## config.mk

```make
export PLATFORM = sky130hd
export DESIGN_NAME = mtne_queue
export DESIGN_NICKNAME = d
export VERILOG_FILES = /design/src/mtne_pkg.sv /design/src/mtne_queue.sv
export SDC_FILE = /design/constraint.sdc
export NUM_CORES = 1
export LEC_CHECK = 0
export ABC_AREA = 1
export BUFFER_PORTS_ARGS = -buffer_cell sky130_fd_sc_hd__buf_2
export CAP_MARGIN = 10
export CORE_MARGIN = 1
export CORE_UTILIZATION = 25
export DETAILED_ROUTE_END_ITERATION = 16
export PLACE_DENSITY = 0.38
export REMOVE_ABC_BUFFERS = 1
export SLEW_MARGIN = 20
export SYNTH_ARGS = -nofsm -noshare
export SYNTH_HDL_FRONTEND = slang
export SYNTH_SLANG_ARGS = --single-unit
```

## constraint.sdc

```tcl
create_clock -name aclk -period 4.4 [get_ports aclk]
set_input_delay 0.44 -clock aclk [delete_from_list [all_inputs] [get_ports aclk]]
set_output_delay 0.44 -clock aclk [all_outputs]
set_load 0.05 [all_outputs]
```

## src/mtne_pkg.sv

```systemverilog
// Shared types and constants of the MIDI track note extractor.
package mtne_pkg;

    localparam int TimeBits   = 32;
    localparam int LenBits    = 28;
    localparam int PitchBits  = 7;
    localparam int QueueDepth = 4;
    localparam int QueuePtrBits = $clog2(QueueDepth);

    localparam logic [1:0] KIND_NOTE  = 2'd0;
    localparam logic [1:0] KIND_END   = 2'd1;
    localparam logic [1:0] KIND_ERROR = 2'd2;

    typedef enum logic [2:0] {
        OP_CLEAR,
        OP_NOTE_ON,
        OP_NOTE_OFF,
        OP_END,
        OP_ERROR
    } op_t;

    typedef struct packed {
        op_t                  op;
        logic [PitchBits-1:0] pitch;
        logic [6:0]           velocity;
        logic [TimeBits-1:0]  ticks;
    } cmd_t;

endpackage

```

## src/mtne_queue.sv

```systemverilog
// Short command queue between the parser and the note table.
module mtne_queue (
    input  logic           aclk,
    input  logic           aresetn,
    input  logic           in_valid,
    output logic           in_ready,
    input  mtne_pkg::cmd_t in_cmd,
    output logic           out_valid,
    input  logic           out_ready,
    output mtne_pkg::cmd_t out_cmd
);
    import mtne_pkg::*;

    cmd_t                  slot_reg [QueueDepth];
    logic [QueuePtrBits-1:0] wr_ptr_reg, rd_ptr_reg;
    logic [QueuePtrBits:0]   count_reg;
    logic push, pop;

    assign in_ready  = count_reg != (QueuePtrBits+1)'(QueueDepth);
    assign out_valid = count_reg != '0;
    assign out_cmd   = slot_reg[rd_ptr_reg];
    assign push      = in_valid && in_ready;
    assign pop       = out_valid && out_ready;

    always_ff @(posedge aclk) begin
        if (push) slot_reg[wr_ptr_reg] <= in_cmd;
    end

    always_ff @(posedge aclk) begin
        if (!aresetn) begin
            wr_ptr_reg <= '0;
            rd_ptr_reg <= '0;
            count_reg  <= '0;
        end else begin
            if (push) wr_ptr_reg <= wr_ptr_reg + 1'b1;
            if (pop)  rd_ptr_reg <= rd_ptr_reg + 1'b1;
            if (push && !pop)      count_reg <= count_reg + 1'b1;
            else if (pop && !push) count_reg <= count_reg - 1'b1;
        end
    end

endmodule

```

== Word-level counts from Yosys, hierarchy flattened ==
Memories as Yosys holds them, arrays and structs flattened. A register that Yosys moved wholly into a read port is not among the register bits.
Cells that the tools add are included.
Storage, ports and cells
  bits in writable memories: 196
  register bits after elaboration: 7
  input bits: 53
  memories kept: 1
  bits in latches: 0
  ROM bits: 0
Operators by class
  reduce and logical (&&, ||, !) cells: 8
  eq/ne operators: 1
  multiplexer cells: 6
  $lt $le $gt $ge: 0
  $mul: 0
  bitwise operators: 0
  shift-type cells: 0
  divide/modulo/power cells: 0
  add/sub/neg operators: 4
Memory list
  slot_reg: depth 4, width 49, rd ports 1, clocked after Yosys merged registers in 1, write ports 1, RTL line mtne_queue.sv:14  | cmd_t slot_reg [QueueDepth];
Operators by type and width (count)
  2-to-1 mux 3 bit: 2
  adder 2 x 1 -> 2 bit (second input constant): 2
  logical AND 1 bit: 4
  2-to-1 mux 2 bit: 2
  adder 3 x 1 -> 3 bit (second input constant): 1
  != test 3 bit (second input constant): 1
  nonzero test 3 bit: 1
  subtractor 3 x 1 -> 3 bit (second input constant): 1
  zero test 1 bit: 2
  2-to-1 mux 1 bit: 2
  nonzero test 2 bit: 1

== Logic depth before layout (Yosys ltp) ==
Gate-level depths: netlist of the first run.
  word-level depth: 6
  mapped depth: 13

== Least setup slack after synthesis of the first run ==
OpenSTA, ideal clock, no wires.
  path type: register to register
  start point: register count_reg[0]
  end point: memory slot_reg[0][0] in the netlist's numbering, enable pin
  cell stages (with the launch flop): 5
  data arrival time: 3128 ps
  clock period less this slack: 3584 ps
  path buffers: 0
  path slack: 816 ps
  required time: 3944 ps
  cell sequence: dfxtp_1 nor2_1 nand2_1 nand2_1 nor2_1
Between the ends
  cells in the longest elaborated chain, start to end: 4
Ends and longest elaborated chain
  start, declared: RTL line mtne_queue.sv:16  | logic [QueuePtrBits:0] count_reg;
  start signal, assigned: RTL line mtne_queue.sv:37  | if (push && !pop) count_reg <= count_reg + 1'b1;
  start signal, assigned: RTL line mtne_queue.sv:38  | else if (pop && !push) count_reg <= count_reg - 1'b1;
  != test 3 bit: RTL line mtne_queue.sv:19  | assign in_ready = count_reg != (QueuePtrBits+1)'(QueueDepth);
  net in_ready: RTL line mtne_queue.sv:6  | output logic in_ready,
  logical AND 1 bit: RTL line mtne_queue.sv:22  | assign push = in_valid && in_ready;
  2-to-1 mux 1 bit: RTL line mtne_queue.sv:26  | if (push) slot_reg[wr_ptr_reg] <= in_cmd;
  2-to-1 mux 1 bit (implied by the code): RTL line mtne_queue.sv:26
  end, declared: RTL line mtne_queue.sv:14
The timed path passes the listed nets, and every way through them passes these cells.

==> results.toml, run 1 <==
[worst_setup_path]
start_kind = "register"
timing.setup.critical_path_class = "reg -> out"
cp.arrival_ns = 2.59
cp_max_fo = 60
path_cells = "buf_4 -> o21ai_0 -> o22ai_1 -> buf_2"
critical-path-slowest-cell = "dfxtp_4"
cp.required_ns = 3.96
critical-path-max-stage-delay_ns = 0.63
cp_num_buf_inv = 2
worstSetupEndpointType = "output port"
worst_path_dominant_cell_family = "buffers and inverters"

[synthesis]
synth_adder_area_share = 0.0107
yosys_warnings = 0
synth_xor_area_frac = 0.00113
post_synth_and_or_nand_nor_area_fraction = 0.0651
synth_cells = 542
seq_area_frac_synth = 0.784
synth_area_per_cell_um2 = 14.3
synth.lib_cells_used.distinct = 21
mappedNetlistArea_um2 = 7740
main_combinational_cell_family_by_area_after_synthesis = "compound AO/OA/AOI/OAI gates"
synthMuxAreaShare = 0
synth-seq-cells = 205
synth_compound_area_frac = 0.106

[route]
wirelength_mm = 18.8
ant_nets = 0
detail_route.vias_per_cell = 4.40
drt-pass1-iter-count = 6
routed-via-count = 4676
drc = 0
routedWlPerCell_um = 17.7
first_iter_violations = 165

[clocking]
cts_num_sinks = 205
postCtsResizedCells = 0
reg_clk_slew_reported_paths_ns = 0.06
tritoncts_buffers = 24
ctsRootBufferMaster = "clkbuf_16"
cts_tree = "done"
h-tree-depth = 1
post_cts_buffers = 0
cts-root-to-sink-buffers = 3
worstSkewPairLatency_ns = 0.51
cts-hold-fix-buffers = 0

[timing]
grt_setup_unrepaired = "false"
setup_viol_count_final = 0
fin_skew_ns = 0.00978
finalSetupTns_ns = 0
period_share = 0.689
final_max_slew_viol_count = 0
max_clock_freq_ghz = 0.330
max_slew.worst_pin.slew_ns = 1.07
final_critical_path_setup_slack_ns = 1.37
post-route-min-period_ns = 3.03
max_slew_headroom_at_the_worst_pin = 0.286
report.final.hold_viol_count = 0

[final_layout]
layout.core_utilization = 0.310
fillCellCount = 2992
drive_above_1_share = 0.227
flow.area_growth_from_synthesis_pct = 22.1
largest_register_ff_count = 196
layout_commonest_cell = "edfxtp_1"
most-common-layout-cells = "edfxtp_1 (196), nor2_1 (108), buf_2 (103), o21ai_0 (94), o22ai_1 (49)"
final_nets = 706

[power_and_ir_drop]
comb_power_frac = 0.309
total_switching_power_w = 0.00238
internal_portion_of_total_power_w = 0.00395
share_seq_of_total_power = 0.389
swShare = 0.376
power_per_cell_area_nw_per_um2 = 671
ir_worst_vdd_mv = 0.290
p_leak_nw = 3.27
power.clock.fraction = 0.302

[global_route]
grt_total_usage = 0.119
grt_start_max_net_pins = 99
grt-ovfl-total = 0
global_route_wire_length_before_repair_mm = 28.1
number_of_global_route_vias_before_repair = 4747
grt_antenna_before_repair = 3

[die]
initial_core_util = 0.254
io_pins = 104
fp-row-count = 64
fp.dieH_um = 178
die_area_um2 = 31700
core_um2 = 30500
die_x_um = 178

[flow_run]
maxCapViolations = 0

[placement]
gpl.final_weighted_congestion = 0.669
post-dp-hpwl_mm = 10.3
placement.io_buffers = 103
placement_setup_slack_ns = 1.85

[status]
run_status = "finished clean"

[hold_path]
hold_path.class = "in -> reg"
final timing paths:
check / slack, ns / cells past startpoint / to / start
setup / recovery: 1.37 / 4 / out_cmd[5] / register
hold / removal: 0.14 / 1 / slot_reg[3][5] / in_cmd[5]
setup reg to reg: 2.12 / 9 / count_reg[1] / count_reg[0]
hold reg to reg: 0.52 / 2 / register / rd_ptr_reg[1]
routing by layer:
metal	up-vias	track usage	part of all wire
li1	2226	-	-
met1	2316	0.157	0.47
met2	99	0.195	0.46
met3	31	0.0266	0.052
met4	4	0.0338	0.019
met5	-	0	0.0012
power by group through the flow:
stage                     logic, W  clock network, W  registers [W]
final                      0.00196           0.00192        0.00247
after global placement     0.00199                 0        0.00250
after global routing       0.00212           0.00204        0.00249
after detailed placement   0.00200                 0        0.00251
after floorplan            0.00135                 0        0.00253
after CTS                  0.00200           0.00197        0.00247
metrics by stage:
stage	instance area, um2	power (W)	instances	hold slack (ns)
floorplan	7540	0.00388	511	0.465
global placement	8680	0.00449	1017	0.484
detailed placement	8680	0.00451	1017	0.503
CTS	9450	0.00644	1061	0.122
global route	9450	0.00665	1061	0.129
finish	9450	0.00634	1062	0.144
logic make-up after synthesis:
logic type                 after synthesis
DFF                                    205
AOI/OAI and AO/OA                      151
and+or+nand+nor                        132
buffers and inverters                   47
adders and majority gates                6
xor gates and xnor gates                 1
cell type report:
class,instances,area [um2],area share
diodes,1,2.50,0.000265
clock buffers,35,673,0.0712
clock inverters,9,96.3,0.0102
inverters,16,65.1,0.00688
multi-input cells,290,1440,0.153
flip-flops and latches,205,6070,0.642
well taps,396,495,0.0524
repair buffers,110,606,0.0641
cells in the mapped netlist:
| library cell | instances | area, um2 |
|---|---|---|
| buf_2 | 12 | 60.1 |
| fa_1 | 1 | 20.0 |
| inv_1 | 14 | 52.6 |
| nand2_1 | 15 | 56.3 |
| clkbuf_1 | 6 | 22.5 |
| nand3_1 | 4 | 20.0 |
| nand3b_1 | 1 | 7.51 |
| buf_4 | 2 | 15.0 |
| a21oi_1 | 3 | 15.0 |
| xor2_1 | 1 | 8.76 |
| buf_6 | 7 | 78.8 |
| o21ai_0 | 94 | 470 |
| inv_2 | 1 | 3.75 |
| edfxtp_1 | 196 | 5890 |
| o22ai_1 | 49 | 307 |
| ha_1 | 5 | 62.6 |
| dfxtp_1 | 9 | 180 |
| clkbuf_2 | 4 | 20.0 |
| inv_6 | 1 | 8.76 |
| nor2_1 | 112 | 420 |
| o21ai_1 | 5 | 25.0 |
(Power assumes the default switching activity.)
==> inputs of run 2 (changes only) <==
- clock period: 4.4 -> 2.94 ns (I/O delays scaled with it)
==> results.toml, run 2 (synthesis gave the netlist of run 1 again) <==
[route]
drt-pass1-iter-count = 4
met2_wirelength_mm = 8.50
ant_nets = 0
wirelength_mm = 18.7
detail_route.wirelength.met1_mm = 8.88
routedWlPerCell_um = 17.2
detail_route.vias_per_cell = 4.37
wl_met3_mm = 1.04
routed-via-count = 4755
first_iter_violations = 302
top_layer = "met4"
drc = 0

[placement]
dp.cells = 1023
gpl.final_weighted_congestion = 0.730
post-dp-hpwl_mm = 11.2
placement.io_buffers = 103
placement_setup_slack_ns = 0.742

[clocking]
worstSkewPairLatency_ns = 0.50
postCtsResizedCells = 0
cts_num_sinks = 205
cts-root-to-sink-buffers = 3
ctsRootBufferMaster = "clkbuf_16"
h-tree-depth = 1
reg_clk_slew_reported_paths_ns = 0.06
tritoncts_buffers = 24
cts_tree = "done"

[timing]
fin_skew_ns = 0.00531
post-route-min-period_ns = 2.66
max_slew.worst_pin.slew_ns = 0.752
final_critical_path_setup_slack_ns = 0.284
report.final.hold_viol_count = 0
max_slew_headroom_at_the_worst_pin = 0.499
grt_setup_unrepaired = "false"
period_share = 0.903
setup_viol_count_final = 0
final_max_slew_viol_count = 0
max_clock_freq_ghz = 0.376

[final_layout]
instances_no_fill = 1087
most-common-layout-cells = "edfxtp_1 (196), nor2_1 (108), buf_2 (103), o21ai_0 (94), o22ai_1 (49)"
fillCellCount = 3020
largest_register_ff_count = 196
layout_commonest_cell = "edfxtp_1"
flow.area_growth_from_synthesis_pct = 25.8
drive_above_1_share = 0.234
final_nets = 731

[power_and_ir_drop]
p_leak_nw = 3.41
ir_worst_vdd_mv = 0.434
power_per_cell_area_nw_per_um2 = 1000

[global_route]
number_of_global_route_vias_before_repair = 4715
grt-ovfl-total = 0
grt_total_usage = 0.118
grt_antenna_before_repair = 2
global_route_wire_length_before_repair_mm = 28.0
grt_start_max_net_pins = 99

[hold_path]
timing.hold.worst.start = "in_cmd[42]"
hold_path.class = "in -> reg"
min_path_cells = 1

[die]
die_area_um2 = 31700
io_pins = 104
fp.dieH_um = 178
fp-row-count = 64
initial_core_util = 0.254
core_um2 = 30500
die_x_um = 178

[worst_setup_path]
worstSetupEndpointType = "output port"
timing.setup.critical_path_class = "reg -> out"
start_kind = "register"
cp.arrival_ns = 2.36
r2r-start = "count_reg[1]"
cp.required_ns = 2.65
cp_max_fo = 29
r2r_worst_path_depth = 9

[flow_run]
maxCapViolations = 0

[status]
run_status = "finished clean"
[run 2: timing repair]
item / in CTS / in global routing
endpoints found under the hold margin: 74 / 0
hold buffers: 19 / 0
buffers inserted: 0 / 0
[run 2: worst paths after layout]
check               endpoint  slack [ns]
max               out_cmd[0]        0.28
min          slot_reg[0][42]        0.01
max reg2reg     count_reg[1]        0.75
min reg2reg         register        0.51
[run 2: routing by layer]
metal  vias to the layer above  track usage
met2                       109        0.183
met1                      2345        0.166
met5                         -            0
met3                        26       0.0272
li1                       2275            -
met4                         0       0.0310
[run 2: layout make-up]
cell class,instances,area [um2],area share
Timing Repair Buffer,135,816,0.0838
Antenna cell,2,5.00,0.000514
Multi-Input combinational cell,290,1440,0.148
Clock buffer,26,629,0.0646
Clock inverter,17,211,0.0217
Tap cell,396,495,0.0509
Sequential cell,205,6070,0.624
Inverter,16,65.1,0.00668
[run 2: power breakdown]
part / total (W) / leakage [nW] / internal (W) / switching [W]
clock: 0.00312 / 0.416 / 0.00198 / 0.00114
combinational: 0.00300 / 1.13 / 0.000635 / 0.00236
sequential: 0.00366 / 1.87 / 0.00355 / 0.000105
total: 0.00977 / 3.41 / 0.00616 / 0.00361
[run 2: through the flow]
step                area (um2)  hold WS, ns  power (W)  TNS [ns]   util
global placement          8700        0.474    0.00674         0  0.285
floorplan                 7540        0.393    0.00581   -136.61      -
detailed placement        8700        0.496    0.00677         0  0.285
CTS                       9730      0.00185    0.00991         0  0.319
global route              9730      0.00373     0.0102         0  0.319
finish                    9740       0.0130    0.00977         0  0.319
[run 2: critical path, stage by stage, from the launching register on]
cell and delay (ns):
dfxtp_2 0.49, inv_2 0.35, buf_4 0.29, o21ai_0 0.12, o22ai_1 0.26, buf_2 0.33
