===== config.mk =====
export PLATFORM = sky130hd
export DESIGN_NAME = mtne_back
export DESIGN_NICKNAME = d
export VERILOG_FILES = /design/src/mtne_pkg.sv /design/src/mtne_back.sv
export SDC_FILE = /design/constraint.sdc
export NUM_CORES = 2
export LEC_CHECK = 0
export BUFFER_PORTS_ARGS = -buffer_cell sky130_fd_sc_hd__buf_2
export CORE_UTILIZATION = 39
export CTS_CLUSTER_SIZE = 40
export DETAILED_ROUTE_END_ITERATION = 7
export PLACE_DENSITY_LB_ADDON = 0.1
export SLEW_MARGIN = 20
export SYNTH_ARGS = -nofsm -noshare
export SYNTH_HDL_FRONTEND = slang
export SYNTH_MEMORY_MAX_BITS = 65536
export SYNTH_SLANG_ARGS = --single-unit

===== constraint.sdc =====
create_clock -name aclk -period 5.91 [get_ports aclk]
set_clock_uncertainty 0.2 [all_clocks]
set_input_delay 0.2955 -clock aclk [delete_from_list [all_inputs] [get_ports aclk]]
set_output_delay 0.2955 -clock aclk [all_outputs]
set_load 0.005 [all_outputs]

===== src/mtne_pkg.sv =====
// Shared types and constants of the MIDI track note extractor.
package mtne_pkg;

    localparam int TimeBits   = 32;
    localparam int LenBits    = 28;
    localparam int PitchBits  = 7;
    localparam int QueueDepth = 4;
    localparam int QueuePtrBits = $clog2(QueueDepth);

    localparam logic [1:0] KIND_NOTE  = 2'd0;
    localparam logic [1:0] KIND_END   = 2'd1;
    localparam logic [1:0] KIND_ERROR = 2'd2;

    typedef enum logic [2:0] {
        OP_CLEAR,
        OP_NOTE_ON,
        OP_NOTE_OFF,
        OP_END,
        OP_ERROR
    } op_t;

    typedef struct packed {
        op_t                  op;
        logic [PitchBits-1:0] pitch;
        logic [6:0]           velocity;
        logic [TimeBits-1:0]  ticks;
    } cmd_t;

endpackage


===== src/mtne_back.sv =====
// Note table: pairs note-on and note-off commands and drives the result word.
module mtne_back (
    input  logic           aclk,
    input  logic           aresetn,
    input  logic           cmd_valid,
    output logic           cmd_ready,
    input  mtne_pkg::cmd_t cmd,
    output logic           out_valid,
    input  logic           out_ready,
    output logic [1:0]     out_kind,
    output logic [79:0]    out_data
);
    import mtne_pkg::*;

    localparam int Pitches = 2 ** PitchBits;
    localparam int EntryBits = TimeBits + 7;

    logic [EntryBits-1:0] mem [Pitches];
    logic [Pitches-1:0]   active_reg;
    logic [EntryBits-1:0] rd_reg, byp_data_reg;
    logic                 byp_reg;
    cmd_t                 b_cmd_reg;
    logic                 b_valid_reg;
    logic                 out_valid_reg;
    logic [1:0]           kind_reg;
    logic [79:0]          data_reg;

    logic                 adv, take, b_fire, b_write, b_emit, hit;
    logic [EntryBits-1:0] entry, wdata;
    logic [1:0]           kind_next;
    logic [79:0]          data_next;

    assign adv       = !out_valid_reg || out_ready;
    assign cmd_ready = adv;
    assign take      = adv && cmd_valid;
    assign b_fire    = adv && b_valid_reg;
    assign entry     = byp_reg ? byp_data_reg : rd_reg;
    assign hit       = active_reg[b_cmd_reg.pitch];
    assign b_write   = b_cmd_reg.op == OP_NOTE_ON;
    assign wdata     = {b_cmd_reg.velocity, b_cmd_reg.ticks};

    always_comb begin
        b_emit    = 1'b0;
        kind_next = KIND_NOTE;
        data_next = '0;
        unique case (b_cmd_reg.op)
            OP_NOTE_ON, OP_NOTE_OFF: begin
                b_emit    = hit;
                data_next = {2'b00, entry[EntryBits-1:TimeBits], b_cmd_reg.pitch,
                             b_cmd_reg.ticks, entry[TimeBits-1:0]};
            end
            OP_END: begin
                b_emit    = 1'b1;
                kind_next = KIND_END;
            end
            OP_ERROR: begin
                b_emit    = 1'b1;
                kind_next = KIND_ERROR;
            end
            default: b_emit = 1'b0;
        endcase
    end

    // Read at the edge the command enters the stage; the entry written on the
    // same edge is forwarded.
    always_ff @(posedge aclk) begin
        if (take) begin
            rd_reg       <= mem[cmd.pitch];
            byp_reg      <= b_fire && b_write && (cmd.pitch == b_cmd_reg.pitch);
            byp_data_reg <= wdata;
            b_cmd_reg    <= cmd;
        end
        if (b_fire && b_write) mem[b_cmd_reg.pitch] <= wdata;
        if (adv) begin
            kind_reg <= kind_next;
            data_reg <= data_next;
        end
    end

    always_ff @(posedge aclk) begin
        if (!aresetn) begin
            active_reg    <= '0;
            b_valid_reg   <= 1'b0;
            out_valid_reg <= 1'b0;
        end else begin
            if (adv) begin
                b_valid_reg   <= cmd_valid;
                out_valid_reg <= b_fire && b_emit;
            end
            if (b_fire) begin
                case (b_cmd_reg.op)
                    OP_CLEAR:    active_reg <= '0;
                    OP_NOTE_ON:  active_reg[b_cmd_reg.pitch] <= 1'b1;
                    OP_NOTE_OFF: active_reg[b_cmd_reg.pitch] <= 1'b0;
                    default:     active_reg <= active_reg;
                endcase
            end
        end
    end

    assign out_valid = out_valid_reg;
    assign out_kind  = kind_reg;
    assign out_data  = data_reg;

endmodule


# == Word-level counts from Yosys, hierarchy flattened ==
# Memory sizes are Yosys's and may differ from the RTL's. A register that Yosys moved wholly into a read port is not among the register bits.
# Cells that the tools add are included.
# op_classes
n_bitwise,3
n_lt_le_gt_ge,2
reduce_logical,13
mux,10
eq_ne,5
# op_table
operator,n
$pmux W128 S3,1
$and A128 B128 Y128,1
$not A128 Y128,1
$or A128 B128 Y128,1
$mux W39,1
$lt A7 B8 Y1 const B,1
$bmux W1 S7,1
$demux W1 S7,1
$eq A7 B7 Y1,1
$ge A7 B1 Y1 const B,1
$eq A3 B2 Y1 const B,2
$logic_and A1 B1 Y1,6
$mux W1,4
$pmux W2 S2,1
$reduce_or A2 Y1,2
$eq A3 B1 Y1 const B,1
$eq A3 B3 Y1 const B,1
$logic_not A3 Y1,1
$reduce_bool A3 Y1,1
$pmux W1 S2,1
$reduce_and A2 Y1,1
$logic_not A1 Y1,1
$logic_or A1 B1 Y1,1
# totals
mem_count,1
register_bits,301
ram_bits,4992
wordCells,46
out_inout_bits,84
inputBits,53
# mem_list
memory,depth,word_bits,rd,rd_clocked_by_memory_dff,write_ports,line,rtl
mem,128,39,1,1,1,mtne_back.sv:18,logic [EntryBits-1:0] mem [Pitches];

# == Logic depth before layout (Yosys ltp) ==
# logic_depth
ltp_word,7
ltp_mapped,8
mapped_depth_nobuf,6

# == Worst setup path after synthesis ==
# No wires, ideal clock.
# synth_timing
path_type,input-to-reg
start,in out_ready
end,reg b_cmd_reg[0] (netlist name) (enable)
n_path_buf,0
path_slack_ns,-0.329
setup_time_ns,0.501
path_stages,2
arrival_time_ns,5.539
required_ns,5.209
cell_sequence,nand2b_1 > and2_1
# synth_via
elab_chain_len,2
# synth_lines
element,line,rtl
from (decl),mtne_back.sv:9,"input logic out_ready,"
$logic_or A1 B1 Y1,mtne_back.sv:33,assign adv = !out_valid_reg || out_ready;
$logic_and A1 B1 Y1,mtne_back.sv:35,assign take = adv && cmd_valid;
net take,mtne_back.sv:28,"logic adv, take, b_fire, b_write, b_emit, hit;"
to (signal assigned),mtne_back.sv:71,b_cmd_reg <= cmd;
to (decl),mtne_back.sv:22,cmd_t b_cmd_reg;
# The timed path passes the listed nets, and every way through them passes these cells.
# A chain may end at the register's enable or synchronous reset.

# == Worst setup path in the final report ==
# layout_timing
start,reg b_cmd_reg[40] (netlist name)
end,mem mem[59][35] (netlist name) (enable)
# layout_rtl
element,line
to (decl),mtne_back.sv:18
# Straight into the memory's write port.

==> run_summary.xml <==
<?xml version="1.0" encoding="UTF-8"?>
<metrics>
  <group name="placed_design">
    <metric name="buffer_ports.inserted" unit="">134</metric>
    <metric name="placed_cells_incl_taps" unit="">15300</metric>
    <metric name="pre_cts_ws" unit="ps">1360</metric>
    <metric name="finalWeightedCongestion" unit="">0.827</metric>
    <metric name="dpl.hpwl" unit="um">340000</metric>
  </group>
  <group name="global_route">
    <metric name="first_global_vias" unit="">97400</metric>
    <metric name="grt_max_degree" unit="">91</metric>
    <metric name="grt_antenna_before_repair" unit="">108</metric>
    <metric name="grtUsageTotal" unit="">0.226</metric>
    <metric name="globalRoute.totalOverflow" unit="">0</metric>
    <metric name="grt_first_pass_wirelength" unit="um">815000</metric>
  </group>
  <group name="status">
    <metric name="run_status" unit="">complete, no violations</metric>
  </group>
  <group name="setup_path">
    <metric name="regToRegEndpoint" unit="">mem[59][35]</metric>
    <metric name="timing.setup.critical_path_class" unit="">register to register</metric>
    <metric name="timing.rr.start" unit="">b_cmd_reg[40]</metric>
    <metric name="worst_setup_path_endpoint" unit="">mem[59][35]</metric>
    <metric name="critical_path.max_fanout" unit="">21</metric>
    <metric name="setup.worst_path.end_class" unit="">register</metric>
    <metric name="cp.arrival" unit="ps">5210</metric>
    <metric name="worst-r2r-cell-count" unit="">7</metric>
    <metric name="crit_start" unit="">b_cmd_reg[40]</metric>
    <metric name="worstSetupStartpointType" unit="">register</metric>
    <metric name="r2r_slack" unit="ps">1210</metric>
    <metric name="critPathRequiredTime" unit="ps">6420</metric>
  </group>
  <group name="timing">
    <metric name="grt_setup_unrepaired" unit="">false</metric>
    <metric name="tightest_slew" unit="ps">1190</metric>
    <metric name="timing.final.crit_period" unit="ps">4700</metric>
    <metric name="setup_violating_endpoint_count_in_the_final_report" unit="">0</metric>
    <metric name="max-slew-margin-rel" unit="">0.208</metric>
    <metric name="slew_viol_final" unit="">0</metric>
    <metric name="max_clock_freq" unit="MHz">213</metric>
    <metric name="timing.final.crit_share" unit="">0.795</metric>
    <metric name="hold_viol" unit="">0</metric>
    <metric name="final.setup.tns" unit="ps">0</metric>
    <metric name="post-route-worst-setup-slack" unit="ps">1210</metric>
  </group>
  <group name="synth">
    <metric name="synth_edf_count" unit="">5200</metric>
    <metric name="synth.ff_latch_count" unit="">5330</metric>
    <metric name="ys.flop_type" unit="">edfxtp_1</metric>
    <metric name="synth_most_common_cell" unit="">edfxtp_1</metric>
    <metric name="netlist_area" unit="sq um">203000</metric>
    <metric name="avgSynthCellArea" unit="sq um">24.5</metric>
    <metric name="synth.yosys.seq_area_share" unit="">0.781</metric>
    <metric name="synth_area_leaders" unit="">edfxtp_1 77%, mux4_2 18%, dfxtp_1 1.3%, o21a_1 0.95%, clkbuf_1 0.61%</metric>
    <metric name="ys.warnings.count" unit="">0</metric>
    <metric name="yosys.cell_types.count" unit="">37</metric>
    <metric name="synthTopCellsByCount" unit="">5200 x edfxtp_1, 1644 x mux4_2, 328 x clkbuf_1, 257 x o21a_1, 184 x nor2_1</metric>
    <metric name="fraction_of_post_synthesis_cell_area_in_the_top_cell_type_by_area" unit="">0.768</metric>
    <metric name="post-synth-top-area-cell" unit="">edfxtp_1</metric>
    <metric name="async_reset_ff_frac" unit="">0</metric>
    <metric name="synth_cells" unit="">8314</metric>
  </group>
  <group name="power">
    <metric name="power_switching_share" unit="">0.217</metric>
    <metric name="power.leakage" unit="nW">73.1</metric>
    <metric name="fraction_of_power_consumed_by_combinational_cells" unit="">0.054</metric>
    <metric name="share_seq_of_total_power" unit="">0.516</metric>
    <metric name="ir_worst_vdd" unit="uV">344</metric>
    <metric name="internal_power" unit="mW">63.3</metric>
    <metric name="power.share.clock" unit="">0.430</metric>
    <metric name="power_switching" unit="mW">17.6</metric>
    <metric name="p_per_area" unit="nW/um^2">343</metric>
  </group>
  <group name="detailed_routing">
    <metric name="detailed_routing_iterations_pass_1" unit="">5</metric>
    <metric name="route.detailed.wl_per_inst" unit="um">35.9</metric>
    <metric name="detail_route_antenna_nets" unit="">0</metric>
    <metric name="viasPerCell" unit="">5.77</metric>
    <metric name="routed_wirelength" unit="um">597000</metric>
    <metric name="vias" unit="">95900</metric>
    <metric name="detail_route.iter0.violations" unit="">12000</metric>
    <metric name="drc" unit="">0</metric>
  </group>
  <group name="hold_path">
    <metric name="hp-class" unit="">input port to register</metric>
    <metric name="worstHoldPathCells" unit="">2</metric>
  </group>
  <group name="cts">
    <metric name="cts.path.max_buffers" unit="">4</metric>
    <metric name="cts_htree_levels" unit="">6</metric>
    <metric name="tritoncts.num_buffers" unit="">571</metric>
    <metric name="cts_tree" unit="">built</metric>
    <metric name="clock-root-buffer" unit="">clkbuf_16</metric>
    <metric name="cts.sink_count" unit="">5330</metric>
    <metric name="clkTransAtPathRegs" unit="ps">60</metric>
    <metric name="insertion_delay_of_the_later_clocked_pin_in_the_worst_skew_pair" unit="ps">1080</metric>
    <metric name="cts.repair.resized" unit="">0</metric>
  </group>
  <group name="cells_and_area">
    <metric name="stdcell_count" unit="">16600</metric>
    <metric name="drive_above_1_share" unit="">0.333</metric>
    <metric name="num-fill-cells" unit="">43000</metric>
    <metric name="largest_register_ff_count" unit="">4992</metric>
    <metric name="num-nets-final" unit="">9130</metric>
    <metric name="layout-area-overhead-vs-synth" unit="%">15.9</metric>
  </group>
  <group name="die">
    <metric name="fp.coreArea" unit="sq um">518000</metric>
    <metric name="die-width" unit="um">724</metric>
    <metric name="io_pins" unit="">137</metric>
    <metric name="die_y" unit="um">724</metric>
    <metric name="rows" unit="">264</metric>
    <metric name="floorplan.die_area" unit="sq um">524000</metric>
    <metric name="floorplan.initialDensity" unit="">0.393</metric>
  </group>
  <group name="flow_run">
    <metric name="cap_violations" unit="">0</metric>
  </group>
</metrics>
==> power by group through the flow <==
stage	Combinational, mW	Sequential [mW]	Clock (mW)
2_1_floorplan	2.00	42.9	0
3_3_place_gp	4.24	42.6	0
3_5_place_dp	4.30	42.6	0
4_1_cts	4.36	41.8	35.5
5_1_grt	4.56	41.8	36.9
6_report	4.33	41.8	34.8
==> how the worst min path moves through the flow <==
stage                       start            end  slack, ps
after floorplan            cmd[0]   b_cmd_reg[0]        190
after global placement    cmd[23]  b_cmd_reg[23]        280
after detailed placement  cmd[25]  b_cmd_reg[25]        270
after CTS                 cmd[41]  b_cmd_reg[41]         70
after global routing      cmd[41]  b_cmd_reg[41]        120
final                     cmd[41]  b_cmd_reg[41]        160
==> cell usage in the layout, fill, tap and decap left out, types with 4 or more instances in the layout <==
cell and instances:
nand2b_1 4, xor2_1 8, clkbuf_1 112, nand2_1 20, clkinvlp_4 7, clkinv_1 140
nor2_1 56, buf_4 335, nand2_2 8, nor2b_1 8, edfxtp_1 5200, clkinv_2 101
clkinv_8 10, mux4_2 1644, a22oi_1 22, a31oi_1 4, a21oi_1 133, nor3_1 4
nand3_1 17, diode_2 177, nand4_1 4, mux2i_1 91, buf_12 100, buf_2 127
inv_6 22, bufinv_16 41, o21a_1 257, nor2_4 128, inv_16 4, mux2_2 42
clkbuf_16 591, dfxtp_1 130, dlygate4sd3_1 92, and2_1 42
==> timing repair <==
item,in CTS,in global routing
buffers inserted,0,0
hold endpoints to repair,223,0
hold buffers,93,0
setup endpoints to repair,0,0
==> cell type report <==
type                       count  area, sq um  share of cell area
tap                         6916         8650              0.0367
clock inverter               326         2760              0.0117
clock buffer                 706        15300              0.0647
multi-input combinational   2513        43700               0.185
timing repair buffer         660         6180              0.0262
inverter                       1         3.75           0.0000159
sequential                  5330       159000               0.673
antenna                      177          443             0.00188
==> cells by family after synthesis <==
group                  synth area share
AO/OA/AOI/OAI                    0.0138
XOR/XNOR                       0.000345
buffers and inverters           0.00941
flip-flops                        0.781
multiplexers                      0.189
other                         0.0000184
AND/OR/NAND/NOR                 0.00676
==> metrics by stage <==
step / power (mW) / util / hold WS (ps) / instance area [sq um]
2_1_floorplan: 44.8 / - / 194 / 203000
3_3_place_gp: 46.8 / 0.418 / 276 / 216000
3_5_place_dp: 46.9 / 0.418 / 274 / 216000
4_1_cts: 81.7 / 0.454 / 66.9 / 235000
5_1_grt: 83.2 / 0.455 / 118 / 236000
6_report: 80.9 / 0.455 / 156 / 236000
==> critical path: stages (launching register included) <==
cell and delay [ps]:
edfxtp_1 890, and2_0 1000, nor2b_1 300, nand2_2 390, buf_4 420, nor2_4 190
buf_4 440, buf_4 430
==> metal layers <==
metal / global-route usage / up-vias / wire, um
met3: 0.0563 / 760 / 49100
met5: 0 / - / 197
li1: - / 37800 / -
met1: 0.322 / 53500 / 255000
met4: 0.0694 / 30 / 17100
met2: 0.346 / 3776 / 275000
Note: power is estimated with default switching activity, not from simulation.
