[config.mk]
export PLATFORM = sky130hd
export DESIGN_NAME = mtne_front
export DESIGN_NICKNAME = d
export VERILOG_FILES = /design/src/mtne_pkg.sv /design/src/mtne_front.sv
export SDC_FILE = /design/constraint.sdc
export NUM_CORES = 1
export LEC_CHECK = 0
export BUFFER_PORTS_ARGS = -buffer_cell sky130_fd_sc_hd__buf_2
export CAP_MARGIN = 20
export CORE_MARGIN = 2
export CORE_UTILIZATION = 56
export DETAILED_ROUTE_END_ITERATION = 6
export PLACE_DENSITY_LB_ADDON = 0.05
export SETUP_SLACK_MARGIN = 0.3
export SLEW_MARGIN = 20
export SYNTH_ARGS = -nofsm -noshare
export SYNTH_HDL_FRONTEND = slang
export SYNTH_SLANG_ARGS = --single-unit
[constraint.sdc]
create_clock -name aclk -period 5.5 [get_ports aclk]
set_input_delay 0.55 -clock aclk [delete_from_list [all_inputs] [get_ports aclk]]
set_output_delay 0.55 -clock aclk [all_outputs]
set_load 0.01 [all_outputs]
[src/mtne_pkg.sv]
// Shared types and constants of the MIDI track note extractor.
package mtne_pkg;

    localparam int TimeBits   = 32;
    localparam int LenBits    = 28;
    localparam int PitchBits  = 7;
    localparam int QueueDepth = 4;
    localparam int QueuePtrBits = $clog2(QueueDepth);

    localparam logic [1:0] KIND_NOTE  = 2'd0;
    localparam logic [1:0] KIND_END   = 2'd1;
    localparam logic [1:0] KIND_ERROR = 2'd2;

    typedef enum logic [2:0] {
        OP_CLEAR,
        OP_NOTE_ON,
        OP_NOTE_OFF,
        OP_END,
        OP_ERROR
    } op_t;

    typedef struct packed {
        op_t                  op;
        logic [PitchBits-1:0] pitch;
        logic [6:0]           velocity;
        logic [TimeBits-1:0]  ticks;
    } cmd_t;

endpackage

[src/mtne_front.sv]
// Byte parser: delta times, running status, meta and sysex skipping.
module mtne_front (
    input  logic           aclk,
    input  logic           aresetn,
    input  logic           byte_valid,
    output logic           byte_ready,
    input  logic [7:0]     track_byte,
    input  logic           track_start,
    input  logic [3:0]     selected_channel,
    output logic           cmd_valid,
    input  logic           cmd_ready,
    output mtne_pkg::cmd_t cmd
);
    import mtne_pkg::*;

    typedef enum logic [3:0] {
        PH_DELTA, PH_STATUS, PH_DATA1, PH_DATA2, PH_META, PH_LEN, PH_SKIP
    } phase_t;

    localparam logic [7:0] META_END = 8'd47;

    phase_t              phase_reg, phase_next;
    logic [LenBits-1:0]  len_reg, len_next;
    logic [TimeBits-1:0] clock_reg, clock_next;
    logic [7:0]          status_reg, status_next;
    logic [6:0]          data1_reg, data1_next;
    logic [LenBits-1:0]  skip_reg, skip_next;
    logic [7:0]          meta_reg, meta_next;
    logic                done_reg, done_next;

    logic               accept;
    logic               emit;
    logic [LenBits-1:0] len_shift;
    logic [LenBits-1:0] skip_dec;
    logic [3:0]         hi;

    assign byte_ready = cmd_ready;
    assign accept     = byte_valid && byte_ready;
    assign cmd_valid  = accept && emit;

    always_comb begin
        phase_next  = phase_reg;
        len_next    = len_reg;
        clock_next  = clock_reg;
        status_next = status_reg;
        data1_next  = data1_reg;
        skip_next   = skip_reg;
        meta_next   = meta_reg;
        done_next   = done_reg;
        emit        = 1'b0;
        cmd         = '{op: OP_ERROR, pitch: '0, velocity: '0, ticks: '0};
        if (track_start) begin
            phase_next  = PH_DELTA;
            len_next    = '0;
            clock_next  = '0;
            status_next = '0;
            data1_next  = '0;
            skip_next   = '0;
            meta_next   = '0;
            done_next   = 1'b0;
            emit        = 1'b1;
            cmd.op      = OP_CLEAR;
        end
        len_shift = {len_next[LenBits-8:0], track_byte[6:0]};
        skip_dec  = (skip_next != '0) ? skip_next - 1'b1 : skip_next;
        hi        = status_next[7:4];
        if (!done_next) begin
            unique case (phase_next)
                PH_DELTA: begin
                    len_next = len_shift;
                    if (!track_byte[7]) begin
                        clock_next = clock_next + TimeBits'(len_shift);
                        len_next   = '0;
                        phase_next = PH_STATUS;
                    end
                end
                PH_STATUS: begin
                    if (!track_byte[7]) begin
                        if (status_next == '0) begin
                            phase_next = PH_DELTA;
                            len_next   = '0;
                            emit       = 1'b1;
                            cmd.op     = OP_ERROR;
                        end else begin
                            data1_next = track_byte[6:0];
                            phase_next = (hi == 4'hC || hi == 4'hD) ? PH_DELTA : PH_DATA2;
                        end
                    end else if (track_byte < 8'hF0) begin
                        status_next = track_byte;
                        phase_next  = PH_DATA1;
                    end else if (track_byte == 8'hFF) begin
                        status_next = '0;
                        phase_next  = PH_META;
                    end else if (track_byte == 8'hF0 || track_byte == 8'hF7) begin
                        status_next = '0;
                        meta_next   = track_byte;
                        len_next    = '0;
                        phase_next  = PH_LEN;
                    end else begin
                        phase_next = PH_DELTA;
                        len_next   = '0;
                        emit       = 1'b1;
                        cmd.op     = OP_ERROR;
                    end
                end
                PH_DATA1: begin
                    if (track_byte[7]) begin
                        phase_next = PH_DELTA;
                        len_next   = '0;
                        emit       = 1'b1;
                        cmd.op     = OP_ERROR;
                    end else begin
                        data1_next = track_byte[6:0];
                        phase_next = (hi == 4'hC || hi == 4'hD) ? PH_DELTA : PH_DATA2;
                    end
                end
                PH_DATA2: begin
                    phase_next = PH_DELTA;
                    if (track_byte[7]) begin
                        len_next = '0;
                        emit     = 1'b1;
                        cmd.op   = OP_ERROR;
                    end else if (status_next[3:0] == selected_channel) begin
                        cmd.pitch    = data1_next;
                        cmd.velocity = track_byte[6:0];
                        cmd.ticks    = clock_next;
                        if (hi == 4'h9 && track_byte[6:0] != '0) begin
                            emit   = 1'b1;
                            cmd.op = OP_NOTE_ON;
                        end else if (hi == 4'h8 || hi == 4'h9) begin
                            emit   = 1'b1;
                            cmd.op = OP_NOTE_OFF;
                        end
                    end
                end
                PH_META: begin
                    meta_next  = track_byte;
                    len_next   = '0;
                    phase_next = PH_LEN;
                end
                PH_LEN: begin
                    len_next = len_shift;
                    if (!track_byte[7]) begin
                        skip_next = len_shift;
                        len_next  = '0;
                        if (len_shift == '0) begin
                            phase_next = PH_DELTA;
                            if (meta_next == META_END) begin
                                done_next = 1'b1;
                                emit      = 1'b1;
                                cmd.op    = OP_END;
                            end
                        end else begin
                            phase_next = PH_SKIP;
                        end
                    end
                end
                PH_SKIP: begin
                    skip_next = skip_dec;
                    if (skip_dec == '0) begin
                        phase_next = PH_DELTA;
                        if (meta_next == META_END) begin
                            done_next = 1'b1;
                            emit      = 1'b1;
                            cmd.op    = OP_END;
                        end
                    end
                end
                default: phase_next = PH_DELTA;
            endcase
        end
    end

    always_ff @(posedge aclk) begin
        if (!aresetn) begin
            phase_reg  <= PH_DELTA;
            len_reg    <= '0;
            clock_reg  <= '0;
            status_reg <= '0;
            data1_reg  <= '0;
            skip_reg   <= '0;
            meta_reg   <= '0;
            done_reg   <= 1'b0;
        end else if (accept) begin
            phase_reg  <= phase_next;
            len_reg    <= len_next;
            clock_reg  <= clock_next;
            status_reg <= status_next;
            data1_reg  <= data1_next;
            skip_reg   <= skip_next;
            meta_reg   <= meta_next;
            done_reg   <= done_next;
        end
    end

endmodule

# Word-level counts from Yosys, hierarchy flattened
# Cells that the tools add are included.
# word_totals
ff_bits	116
latchBits	0
mem_bits_rw	0
rom_bits	0
elab_cells	135
memories	0
# op_classes
n_addsub	2
n_mul	0
div	0
magnitude_cmp	1
n_eq_ne	15
shift	0
n_mux	95
bitwise	0
reduce_logical	14
# ops
cell	count
2-to-1 mux 28 bit	12
2-to-1 mux 32 bit	4
one-hot mux 28 bit (4 select lines)	1
2-to-1 mux 8 bit	13
2-to-1 mux 49 bit	2
2-to-1 mux 46 bit	2
zero test 28 bit	2
one-hot mux 28 bit (2 select lines)	1
2-to-1 mux 3 bit	18
2-to-1 mux 7 bit	5
adder 32 x 28 -> 32 bit	1
nonzero test 28 bit	1
subtractor 28 x 1 -> 28 bit (second input constant)	1
equality test 8 bit (second input constant)	3
2-to-1 mux 4 bit	6
one-hot mux 4 bit (6 select lines)	1
2-to-1 mux 1 bit	22
equality test 4 bit (second input constant)	4
one-hot mux 8 bit (2 select lines)	1
one-hot mux 3 bit (5 select lines)	1
one-hot mux 7 bit (2 select lines)	1
equality test 4 x 3 -> 1 bit (second input constant)	3
equality test 4 x 2 -> 1 bit (second input constant)	2
equality test 8 x 6 -> 1 bit (second input constant)	1
12 further kinds	19

# Logic depth before layout (Yosys ltp)
# Gate-level depths: netlist of run 1.
# logic_depth
depth_word	10
depth_mapped	20
ltp_nobuf	14

# Least setup slack after synthesis of run 1
# OpenSTA, ideal clock, no wires.
# synth_path
kind	in2reg
start	input track_start
end	register clock_reg[28]
arrival_time_ns	5.223
required_ns	5.368
slack_ns	0.145
path_stages	20
cell_sequence	clkbuf_1 > clkbuf_1 > clkbuf_1 > clkbuf_1 > buf_1 > buf_1 > nor2b_1 > ha_1 > inv_1 > fa_1 > nand2b_1 > a21oi_1 > or4_1 > a32o_1 > a221o_1 > a41o_1 > a221o_1 > a221oi_1 > a211o_1 > a21oi_1
# synth_via
elab_chain_cells	5
elab_cells_between_ends	9
# synth_rtl
item	line_no	source
start, declared	mtne_front.sv:8	input logic track_start,
2-to-1 mux 32 bit or 2-to-1 mux 28 bit (tied branches)	mtne_front.sv:52	if (track_start) begin
adder 32 x 28 -> 32 bit	mtne_front.sv:72	clock_next = clock_next + TimeBits'(len_shift);
2-to-1 mux 32 bit	mtne_front.sv:71	if (!track_byte[7]) begin
2-to-1 mux 32 bit	mtne_front.sv:68	unique case (phase_next)
2-to-1 mux 32 bit (*)	mtne_front.sv:67	if (!done_next) begin
end signal, assigned	mtne_front.sv:187	clock_reg <= clock_next;
end, declared	mtne_front.sv:24	logic [TimeBits-1:0] clock_reg, clock_next;
# Mark *: on every way between the ends. The rest lies on a longest branch, timed or not.
# A chain may end at the register's enable or synchronous reset.

==> results of run 1 <==
==> through the flow <==
stage	std cells	worst slack, ns	cell area, µm²	hold slack [ns]	total power (W)
2_1_floorplan	1156	0.313	8420	0.446	0.000987
3_3_place_gp	1342	0.902	8840	0.465	0.00106
3_5_place_dp	1343	0.730	8850	0.465	0.00106
4_1_cts	1359	0.703	9150	0.479	0.00172
5_1_grt	1359	0.322	9150	0.490	0.00178
6_report	1359	0.597	9150	0.480	0.00173
==> cells in the final DEF, fill, tap and decap left out, types with 5 or more instances in the layout <==
cell type,n
nor2_1,154
dfxtp_1,109
a21oi_1,90
nand2_1,69
a22oi_1,68
buf_2,66
nor2b_1,65
o21ai_0,56
and2_1,49
nor3_1,38
ha_1,30
nand3_1,28
buf_4,26
nor4_1,24
xnor2_1,21
mux2i_1,20
inv_1,16
a21o_1,15
a211oi_1,13
o22ai_1,13
a31oi_1,12
and3_1,12
o211ai_1,11
or3_1,10
xor2_1,10
clkbuf_16,9
nand2b_1,8
nand4_1,8
a41oi_1,7
o21a_1,6
and4_1,5
o221ai_1,5
nor3b_1,5
a32o_1,5
==> metal layers <==
layer | vias to the layer above | GRT usage | part of all wire
met2 | 430 | 0.517 | 0.44
met5 | - | 0 | 0
met4 | 0 | 0.110 | 0.026
met3 | 51 | 0.0675 | 0.083
li1 | 4280 | - | -
met1 | 4148 | 0.466 | 0.45
==> critical path: stages <==
cell	delay (ns)
buf_4	0.12
inv_1	0.07
buf_4	0.20
nand2_1	0.14
ha_1	0.28
nor2b_1	0.36
a31o_2	0.18
nand2_1	0.15
nor2_1	0.61
mux2i_1	0.26
nand4_1	0.14
a2111oi_2	0.50
nand3b_1	0.26
o21ai_2	0.25
a32o_1	0.15
buf_2	0.12
==> layout make-up <==
cell class	count	area (µm²)	area share
well taps	184	230	0.0252
clock inverters	7	73.8	0.00807
clock buffers	9	225	0.0246
multi-input cells	941	5850	0.639
inverters	17	63.8	0.00698
flip-flops and latches	109	2180	0.239
repair buffers	92	526	0.0575
==> synth_stat cells, types with 5 or more instances <==
master,instances
or3_1,10
a211oi_1,13
o221ai_1,5
buf_1,8
o21ai_0,57
nand2_1,69
mux2i_1,20
a31oi_1,12
o31ai_1,5
nor3_1,39
a32o_1,5
and4_1,5
ha_1,30
a21oi_1,90
dfxtp_1,109
nor4_1,25
xnor2_1,21
nand3_1,28
a22oi_1,68
xor2_1,10
and2_1,49
nor2_1,155
o21a_1,6
a41oi_1,7
inv_1,16
o22ai_1,13
clkbuf_1,77
a21o_1,15
nand2b_1,8
o211ai_1,11
nand4_1,8
and3_1,12
nor3b_1,5
nor2b_1,66
==> kinds of logic (layout without fill, tap and decap cells) <==
group | Yosys count | count (layout) | synth area share
and+or+nand+nor | 497 | 497 | 0.301
xor gates and xnor gates | 31 | 31 | 0.0323
muxes | 24 | 24 | 0.0291
buffers and inverters | 106 | 125 | 0.0485
DFF | 109 | 109 | 0.259
adders and majority gates | 31 | 31 | 0.0470
AOI/OAI and AO/OA | 358 | 358 | 0.283
==> report_power, final <==
| part | switching (W) | internal, W | total [W] | leakage, nW |
|---|---|---|---|---|
| Clock | 0.000357 | 0.000324 | 0.000681 | 0.147 |
| Sequential | 0.0000106 | 0.000797 | 0.000807 | 0.880 |
| Combinational | 0.000166 | 0.0000712 | 0.000237 | 2.60 |
| Total | 0.000534 | 0.00119 | 0.00173 | 3.63 |
==> worst max path at each step <==
stage                                 end  cells past startpoint
2_1_floorplan  clock_reg[28]$_SDFFE_PN0P_                     20
3_3_place_gp                      cmd[46]                     16
3_5_place_dp                      cmd[46]                     16
4_1_cts                           cmd[46]                     16
5_1_grt                           cmd[47]                     16
6_report                          cmd[46]                     16
==> impl_metrics.env, run 1 <==
export IMPL_ctsResizeCount=0
export IMPL_cts_setup_buffers=0
export IMPL_die_h_um=127
export IMPL_yosys_top_cells_area="dfxtp_1 26%, nor2_1 6.9%, a22oi_1 6.1%"
export IMPL_synth_seq_cells=109
export IMPL_cts_tree="built"
export IMPL_totalWireLength_mm=26.8
export IMPL_grt_max_degree=51
export IMPL_crit_type="in2out"
export IMPL_fillers=1355
export IMPL_power_density_nw_per_um2=189
export IMPL_syn_num_nets=1204
export IMPL_yosys_area_top_type_share=0.259
export IMPL_syn_to_final_growth_pct=8.70
export IMPL_crit_start="track_start"
export IMPL_cts_sinks=109
export IMPL_drv_cap=0
export IMPL_min_path_cells=2
export IMPL_critPathCaptureType="output pin"
export IMPL_antenna_found_initial=0
export IMPL_max_vdd_ir_drop_mv=0.176
export IMPL_synth_distinct_cells=73
export IMPL_status="finished clean"
export IMPL_largest_reg_flops=32
export IMPL_finalHoldViolations=0
export IMPL_firstDrtPassIters=6
export IMPL_grt_pass1_vias=8212
export IMPL_drive_gt1_frac=0.112
export IMPL_crit_required_ns=4.95
export IMPL_avgSynthCellArea_um2=7.28
export IMPL_fmax_ghz=0.204
export IMPL_worstReg2RegEnd="phase_reg[1]$_SDFFE_PN0P_"
export IMPL_synth_edf_count=0
export IMPL_clkTransAtPathRegs_ns=0.08
export IMPL_std_cell_rows=44
export IMPL_coreArea_um2=14600
export IMPL_p_leak_nw=3.63
export IMPL_fp_dieW_um=127
export IMPL_ys_warn_count=0
export IMPL_r2r_worst_path_cells=12
export IMPL_grt_pass1_wl_mm=43.6
export IMPL_routabilityCongestion=0.982
export IMPL_crit_fanout=13
export IMPL_period_share=0.892
export IMPL_insertion_delay_ns=0.37
export IMPL_hold_path_end="clock_reg[22]$_SDFFE_PN0P_"
export IMPL_syn_inst=1156
export IMPL_fin_nets=1218
export IMPL_antennaDiodeCount=0
export IMPL_drtAntennaViolNets=0
export IMPL_drv_slew=0
export IMPL_synthArstFlopShare=0
export IMPL_cp_start_kind="input pin"
export IMPL_hold_start="clock_reg[22]$_SDFFE_PN0P_"
export IMPL_holdBufCountCts=0
export IMPL_viasPerCell=6.56
export IMPL_rsz0062_at_grt="no"
export IMPL_hp_class="reg2reg"
export IMPL_cts_made_buffers=9
export IMPL_slew_headroom=0.350
export IMPL_grt_use_total=0.334
export IMPL_first_iter_violations=883
export IMPL_period_minus_slack_ns=4.90
export IMPL_cts_root_buf="clkbuf_16"
export IMPL_ctsLongestPathBuffers=2
export IMPL_tightest_slew_ns=0.968
export IMPL_start_util=0.577
export IMPL_arrival_ns=4.35
export IMPL_ys_dominant_reg_cell="dfxtp_1"
export IMPL_port_buffers=67
export IMPL_vias=8909
export IMPL_drc=0
export IMPL_syn_area_um2=8410
export IMPL_wire_per_inst_um=19.7
export IMPL_ios=68
export IMPL_setup_viol=0
export IMPL_final_util=0.627
export IMPL_r2r_slack_ns=1.62
export IMPL_reg2reg_from="skip_reg[1]$_SDFFE_PN0P_"
export IMPL_setup_tns_ns=0
export IMPL_synth_seq_area_share=0.259
export IMPL_skew_ns=0.0124
export IMPL_cts_htree_levels=3
export IMPL_synth_largest_area_cell="dfxtp_1"
export IMPL_dieArea_um2=16000
export IMPL_place_hpwl_mm=19.0
export IMPL_overflow=0
Power figures use the tool's default switching activity.
==> run 2, diff against run 1 <==
Settings changed: ABC_AREA set to 1.
==> run 2 against run 1 <==
Setup slack improved by 0.44 ns. Global-route usage is 1.7 points higher. Die area increased by 15%. Largest cell class unchanged. Highest routed layer unchanged. First-iteration DRC count up 31%. Routed wire length up 23%. Critical endpoint is now cmd_valid. Combinational power rose by 110%. Largest power group unchanged. Cell count up 43%. Fmax is 9.9% higher.
==> impl_metrics.env, run 2 <==
export IMPL_synth_edf_count=0
export IMPL_p_leak_nw=5.08
export IMPL_coreArea_um2=17200
export IMPL_crit_required_ns=4.95
export IMPL_ctsResizeCount=0
export IMPL_cts_root_buf="clkbuf_16"
export IMPL_synth_seq_area_share=0.224
export IMPL_arrival_ns=3.91
export IMPL_cp_start_kind="input pin"
export IMPL_yosys_top_cells_count="444 x nand2_1, 200 x inv_1, 194 x nor2_1, 173 x a21oi_1, 152 x o21ai_0"
export IMPL_instances_no_fill=1937
export IMPL_avgSynthCellArea_um2=5.75
export IMPL_slew_headroom=0.345
export IMPL_routabilityCongestion=0.992
export IMPL_period_share=0.811
export IMPL_first_iter_violations=1153
export IMPL_ys_warn_count=0
export IMPL_mostFrequentLayoutCell="nand2_1"
export IMPL_overflow=0
export IMPL_antennaDiodeCount=0
export IMPL_syn_num_nets=1741
export IMPL_dp_cells=1921
export IMPL_drv_slew=0
export IMPL_vias=11500
export IMPL_cts_made_buffers=9
export IMPL_cts_tree="built"
export IMPL_syn_area_um2=9740
export IMPL_clkTransAtPathRegs_ns=0.08
export IMPL_dieArea_um2=18500
export IMPL_tightest_slew_ns=0.983
export IMPL_insertion_delay_ns=0.37
export IMPL_ios=68
export IMPL_power_density_nw_per_um2=196
export IMPL_yosys_area_top_type_share=0.224
export IMPL_drc=0
export IMPL_largest_reg_flops=32
export IMPL_dpl_cell_area_um2=10100
export IMPL_final_area_um2=10400
export IMPL_setup_viol=0
export IMPL_cts_htree_levels=3
export IMPL_synth_largest_area_cell="dfxtp_1"
export IMPL_syn_to_final_growth_pct=7.09
export IMPL_drv_cap=0
export IMPL_viasPerCell=5.94
export IMPL_synth_most_common_cell="nand2_1"
export IMPL_r2r_worst_path_cells=11
export IMPL_critPathCaptureType="output pin"
export IMPL_place_hpwl_mm=24.1
export IMPL_power_w=0.00204
export IMPL_cts_setup_buffers=0
export IMPL_ys_dominant_reg_cell="dfxtp_1"
export IMPL_skew_ns=0.00883
export IMPL_synth_seq_cells=109
export IMPL_std_cell_rows=48
export IMPL_crit_fanout=43
export IMPL_antenna_found_initial=0
export IMPL_final_cell_mix="442 x nand2_1, 199 x inv_1, 194 x nor2_1"
export IMPL_worst_hold_slack_ns=0.466
export IMPL_synth_distinct_cells=50
export IMPL_max_vdd_ir_drop_mv=0.169
export IMPL_totalWireLength_mm=33.0
export IMPL_start_util=0.567
export IMPL_drtAntennaViolNets=0
export IMPL_ctsLongestPathBuffers=2
export IMPL_period_minus_slack_ns=4.46
export IMPL_grt_use_total=0.351
export IMPL_cts_sinks=109
export IMPL_finalHoldViolations=0
export IMPL_fp_dieW_um=136
export IMPL_hp_class="reg2reg"
export IMPL_drive_gt1_frac=0.0806
export IMPL_grt_pass1_wl_mm=51.5
export IMPL_yosys_top_cells_area="dfxtp_1 22%, nand2_1 17%, a21oi_1 8.9%"
export IMPL_syn_inst=1693
export IMPL_status="finished clean"
export IMPL_wire_per_inst_um=17.0
export IMPL_grt_max_degree=52
export IMPL_grt_pass1_vias=10300
export IMPL_synthArstFlopShare=0
export IMPL_setup_tns_ns=0
export IMPL_crit_type="in2out"
export IMPL_port_buffers=67
export IMPL_die_h_um=136
export IMPL_firstDrtPassIters=6
export IMPL_fin_nets=1755
export IMPL_holdBufCountCts=0
export IMPL_fillers=1817
export IMPL_fmax_ghz=0.224
export IMPL_rsz0062_at_grt="no"
export IMPL_min_path_cells=2
[run 2: cell types whose count changed after synthesis, moves of 39 or more]
cell     delta
a21oi_1    +83
a22oi_1    -68
and2_1     -48
inv_1     +184
nand2_1   +375
nor2_1     +39
nor2b_1    -66
o21ai_0    +95
[run 2: kinds of logic after synthesis]
logic type,synth area share
simple gates,0.323
compound gates,0.272
buf+inv,0.118
flops,0.224
fa+ha+maj,0.0406
xor+xnor,0.0216
[run 2: worst max-delay path, stage by stage]
cell and delay (ns):
buf_2 0.11, clkinv_2 0.51, nand2_2 0.39, ha_1 0.28, nand2_1 0.19, nor2_1 0.35, nand3_1 0.13, nand2_1 0.08
nand2_1 0.05, nand2_1 0.08, nand2_1 0.07, nor2_1 0.11, nand2_1 0.07, nor2_1 0.24, nand2_1 0.15, o21ai_1 0.15
nand2_1 0.08, a21oi_2 0.17, buf_2 0.15
[run 2: worst paths after layout]
| kind | start | end | slack [ns] |
|---|---|---|---|
| hold / removal | clock_reg[7]$_SDFFE_PN0P_ | clock_reg[7]$_SDFFE_PN0P_ | 0.47 |
| hold reg to reg | clock_reg[7]$_SDFFE_PN0P_ | clock_reg[7]$_SDFFE_PN0P_ | 0.47 |
| setup / recovery | track_start | cmd_valid | 1.04 |
| setup reg to reg | phase_reg[0]$_SDFFE_PN0P_ | skip_reg[22]$_SDFFE_PN0P_ | 2.32 |
[run 2: metal layers]
layer	global-route usage	vias up	part of all wire
met1	0.461	5166	0.41
met5	0	-	0
met4	0.137	0	0.030
li1	-	5671	-
met2	0.578	590	0.46
met3	0.0563	81	0.094
[run 2: where the power goes]
| part | switching (W) | leakage (nW) | internal, W | total [W] |
|---|---|---|---|---|
| combinational | 0.000358 | 4.05 | 0.000149 | 0.000507 |
| sequential | 0.0000256 | 0.891 | 0.000826 | 0.000851 |
| clock | 0.000340 | 0.146 | 0.000342 | 0.000682 |
[run 2: metrics by stage]
step                       util  worst slack [ns]
after global routing      0.607             0.840
after floorplan               -              1.65
final                     0.607              1.04
after global placement    0.590              1.26
after detailed placement  0.590              1.17
after CTS                 0.607              1.14
[run 2: final cells by class]
class                      count  area, µm²  share of cell area
multi-input combinational   1292       6410               0.615
sequential                   109       2180               0.209
inverter                     210        790              0.0757
timing repair buffer          85        470              0.0451
tap                          225        282              0.0270
clock buffer                  12        256              0.0246
clock inverter                 4       37.5             0.00360
==> run 3, diff against run 2 <==
Settings changed: CORE_UTILIZATION 56 to 62.
Clock period 5.5 ns to 4.5 ns, I/O delays scaled along.
==> run 3 against run 2 <==
Hold slack got worse by 0.029 ns. Global-route usage increased by 3.5 points. Clock-buffer cell count decreased by 1. Die area decreased by 9.4%.
==> impl_metrics.env, run 3 (same netlist as run 2, synthesis figures left out) <==
export IMPL_drv_slew=0
export IMPL_cts_setup_buffers=0
export IMPL_start_util=0.638
export IMPL_setup_slack_ns=0.559
export IMPL_place_hpwl_mm=23.8
export IMPL_pre_cts_ws_ns=0.657
export IMPL_cp_slowest_stage_delay_ns=0.31
export IMPL_status="finished clean"
export IMPL_slew_headroom=0.342
export IMPL_drive_gt1_frac=0.0816
export IMPL_vias=11700
export IMPL_setup_tns_ns=0
export IMPL_p_leak_nw=5.10
export IMPL_cp_start_kind="input pin"
export IMPL_p_sw_w=0.000888
export IMPL_clkPwrFrac=0.328
export IMPL_power_w=0.00248
export IMPL_r2r_worst_path_cells=10
export IMPL_grt_max_degree=71
export IMPL_drtAntennaViolNets=0
export IMPL_crit_required_ns=4.05
export IMPL_hp_class="in2reg"
export IMPL_period_share=0.876
export IMPL_grt_pass1_vias=10400
export IMPL_period_minus_slack_ns=3.94
export IMPL_fmax_ghz=0.254
export IMPL_skew_ns=0.0109
export IMPL_max_vdd_ir_drop_mv=0.187
export IMPL_ctsLongestPathBuffers=2
export IMPL_overflow=0
export IMPL_crit_buf_inv=5
export IMPL_crit_fanout=14
export IMPL_crit_type="in2out"
export IMPL_fin_nets=1759
export IMPL_reg2reg_from="phase_reg[0]$_SDFFE_PN0P_"
export IMPL_mostFrequentLayoutCell="nand2_1"
export IMPL_grt_use_total=0.386
export IMPL_drc=0
export IMPL_cp_top_family="simple AND/OR/NAND/NOR gates"
export IMPL_firstDrtPassIters=6
export IMPL_swShare=0.358
export IMPL_coreArea_um2=15300
export IMPL_cts_htree_levels=3
export IMPL_wire_per_inst_um=16.9
export IMPL_p_seq_frac=0.419
export IMPL_rsz0062_at_grt="no"
export IMPL_clkTransAtPathRegs_ns=0.08
export IMPL_ios=68
export IMPL_tightest_slew_ns=0.984
export IMPL_insertion_delay_ns=0.37
export IMPL_antennaDiodeCount=0
export IMPL_r2r_slack_ns=1.50
export IMPL_power_density_nw_per_um2=238
export IMPL_arrival_ns=3.49
export IMPL_fp_dieW_um=129
export IMPL_critPathCaptureType="output pin"
export IMPL_die_h_um=129
export IMPL_cts_made_buffers=9
export IMPL_routabilityCongestion=1.07
export IMPL_cts_tree="built"
export IMPL_min_path_cells=3
export IMPL_worstPathCellList="buf_2, clkinv_2, buf_4, nand2_2, ha_1, nand2_1, nor2_4, nand2_1, inv_1, nand2_1, nand2_1, nand2_1, o21ai_1, nand2_1, nor2_1, nand2_1, o21ai_1, nand2_1, a21oi_2, buf_2"
export IMPL_combPwrFrac=0.253
export IMPL_hold_start="track_byte[4]"
export IMPL_fillers=1452
export IMPL_slowest_stage="nor2_1"
export IMPL_finalHoldViolations=0
export IMPL_dieArea_um2=16700
export IMPL_grt_pass1_wl_mm=51.6
export IMPL_final_cell_mix="443 x nand2_1, 199 x inv_1, 194 x nor2_1"
export IMPL_worstReg2RegEnd="skip_reg[12]$_SDFFE_PN0P_"
export IMPL_drv_cap=0
export IMPL_cts_sinks=109
export IMPL_first_iter_violations=1408
export IMPL_path_depth=20
export IMPL_hold_path_end="status_reg[4]$_SDFFE_PN0P_"
export IMPL_port_buffers=67
export IMPL_viasPerCell=6.09
export IMPL_critical_path_most_common_cell="nand2_1"
export IMPL_std_cell_rows=45
export IMPL_internal_power_w=0.00159
export IMPL_syn_to_final_growth_pct=7.26
export IMPL_totalWireLength_mm=32.6
export IMPL_cts_root_buf="clkbuf_16"
export IMPL_setup_viol=0
export IMPL_largest_reg_flops=32
export IMPL_antenna_found_initial=0
## run 3: cell types whose count changed in the layout (fill, tap and decap cells not counted), sizes merged
| cell | change |
|---|---|
| clkinv | +2 |
| clkbuf | -1 |
| buf | +4 |
| clkinvlp | +1 |
| inv | -2 |
## run 3: worst max path at each step
stage	start	to	slack (ns)
after floorplan	track_start	clock_reg[14]$_SDFFE_PN0P_	0.75
after global placement	track_start	cmd_valid	0.72
after detailed placement	track_start	cmd_valid	0.66
after CTS	track_start	cmd_valid	0.65
after global routing	track_start	cmd_valid	0.32
final	track_start	cmd_valid	0.56
## run 3: timing repair
item                                    CTS  global route
endpoints found under the setup margin    0             1
hold buffers                              0             0
resized for setup                         0             1
## run 3: per-layer routing
| metal | part of all wire | up-vias | GRT usage |
|---|---|---|---|
| met5 | 0 | - | 0 |
| met4 | 0.035 | 0 | 0.160 |
| met3 | 0.11 | 91 | 0.0681 |
| met2 | 0.43 | 725 | 0.590 |
| met1 | 0.43 | 5240 | 0.536 |
| li1 | - | 5688 | - |
## run 3: worst reg2reg max path, stage by stage (launching register included)
cell and delay, ns:
dfxtp_1 0.36, inv_1 0.10, nor2_1 0.09, inv_1 0.07
nor2_1 0.12, nand2_1 0.40, nor2_1 0.71, inv_1 0.48
o22ai_1 0.27, o21ai_0 0.16, a21oi_1 0.16
## run 3: metrics by stage
step                cells  cell area, µm²  hold slack [ns]   util
floorplan            1693            9740            0.445      -
detailed placement   1911           10200            0.456  0.665
CTS                  1927           10400            0.432  0.684
global route         1927           10400            0.429  0.684
finish               1927           10400            0.438  0.684
global placement     1911           10200            0.452  0.665
## run 3: power by group through the flow
stage	clock network (W)	registers (W)	logic, W
floorplan	0	0.00105	0.000458
global placement	0	0.00106	0.000593
detailed placement	0	0.00106	0.000600
CTS	0.000816	0.00104	0.000604
global route	0.000846	0.00105	0.000695
finish	0.000814	0.00104	0.000627
## run 3: final cells by class
class | instances | area [µm²] | area share
Multi-Input combinational cell | 1292 | 6410 | 0.614
Sequential cell | 109 | 2180 | 0.209
Inverter | 210 | 790 | 0.0756
Timing Repair Buffer | 89 | 513 | 0.0491
Tap cell | 211 | 264 | 0.0253
Clock buffer | 11 | 243 | 0.0232
Clock inverter | 5 | 43.8 | 0.00419
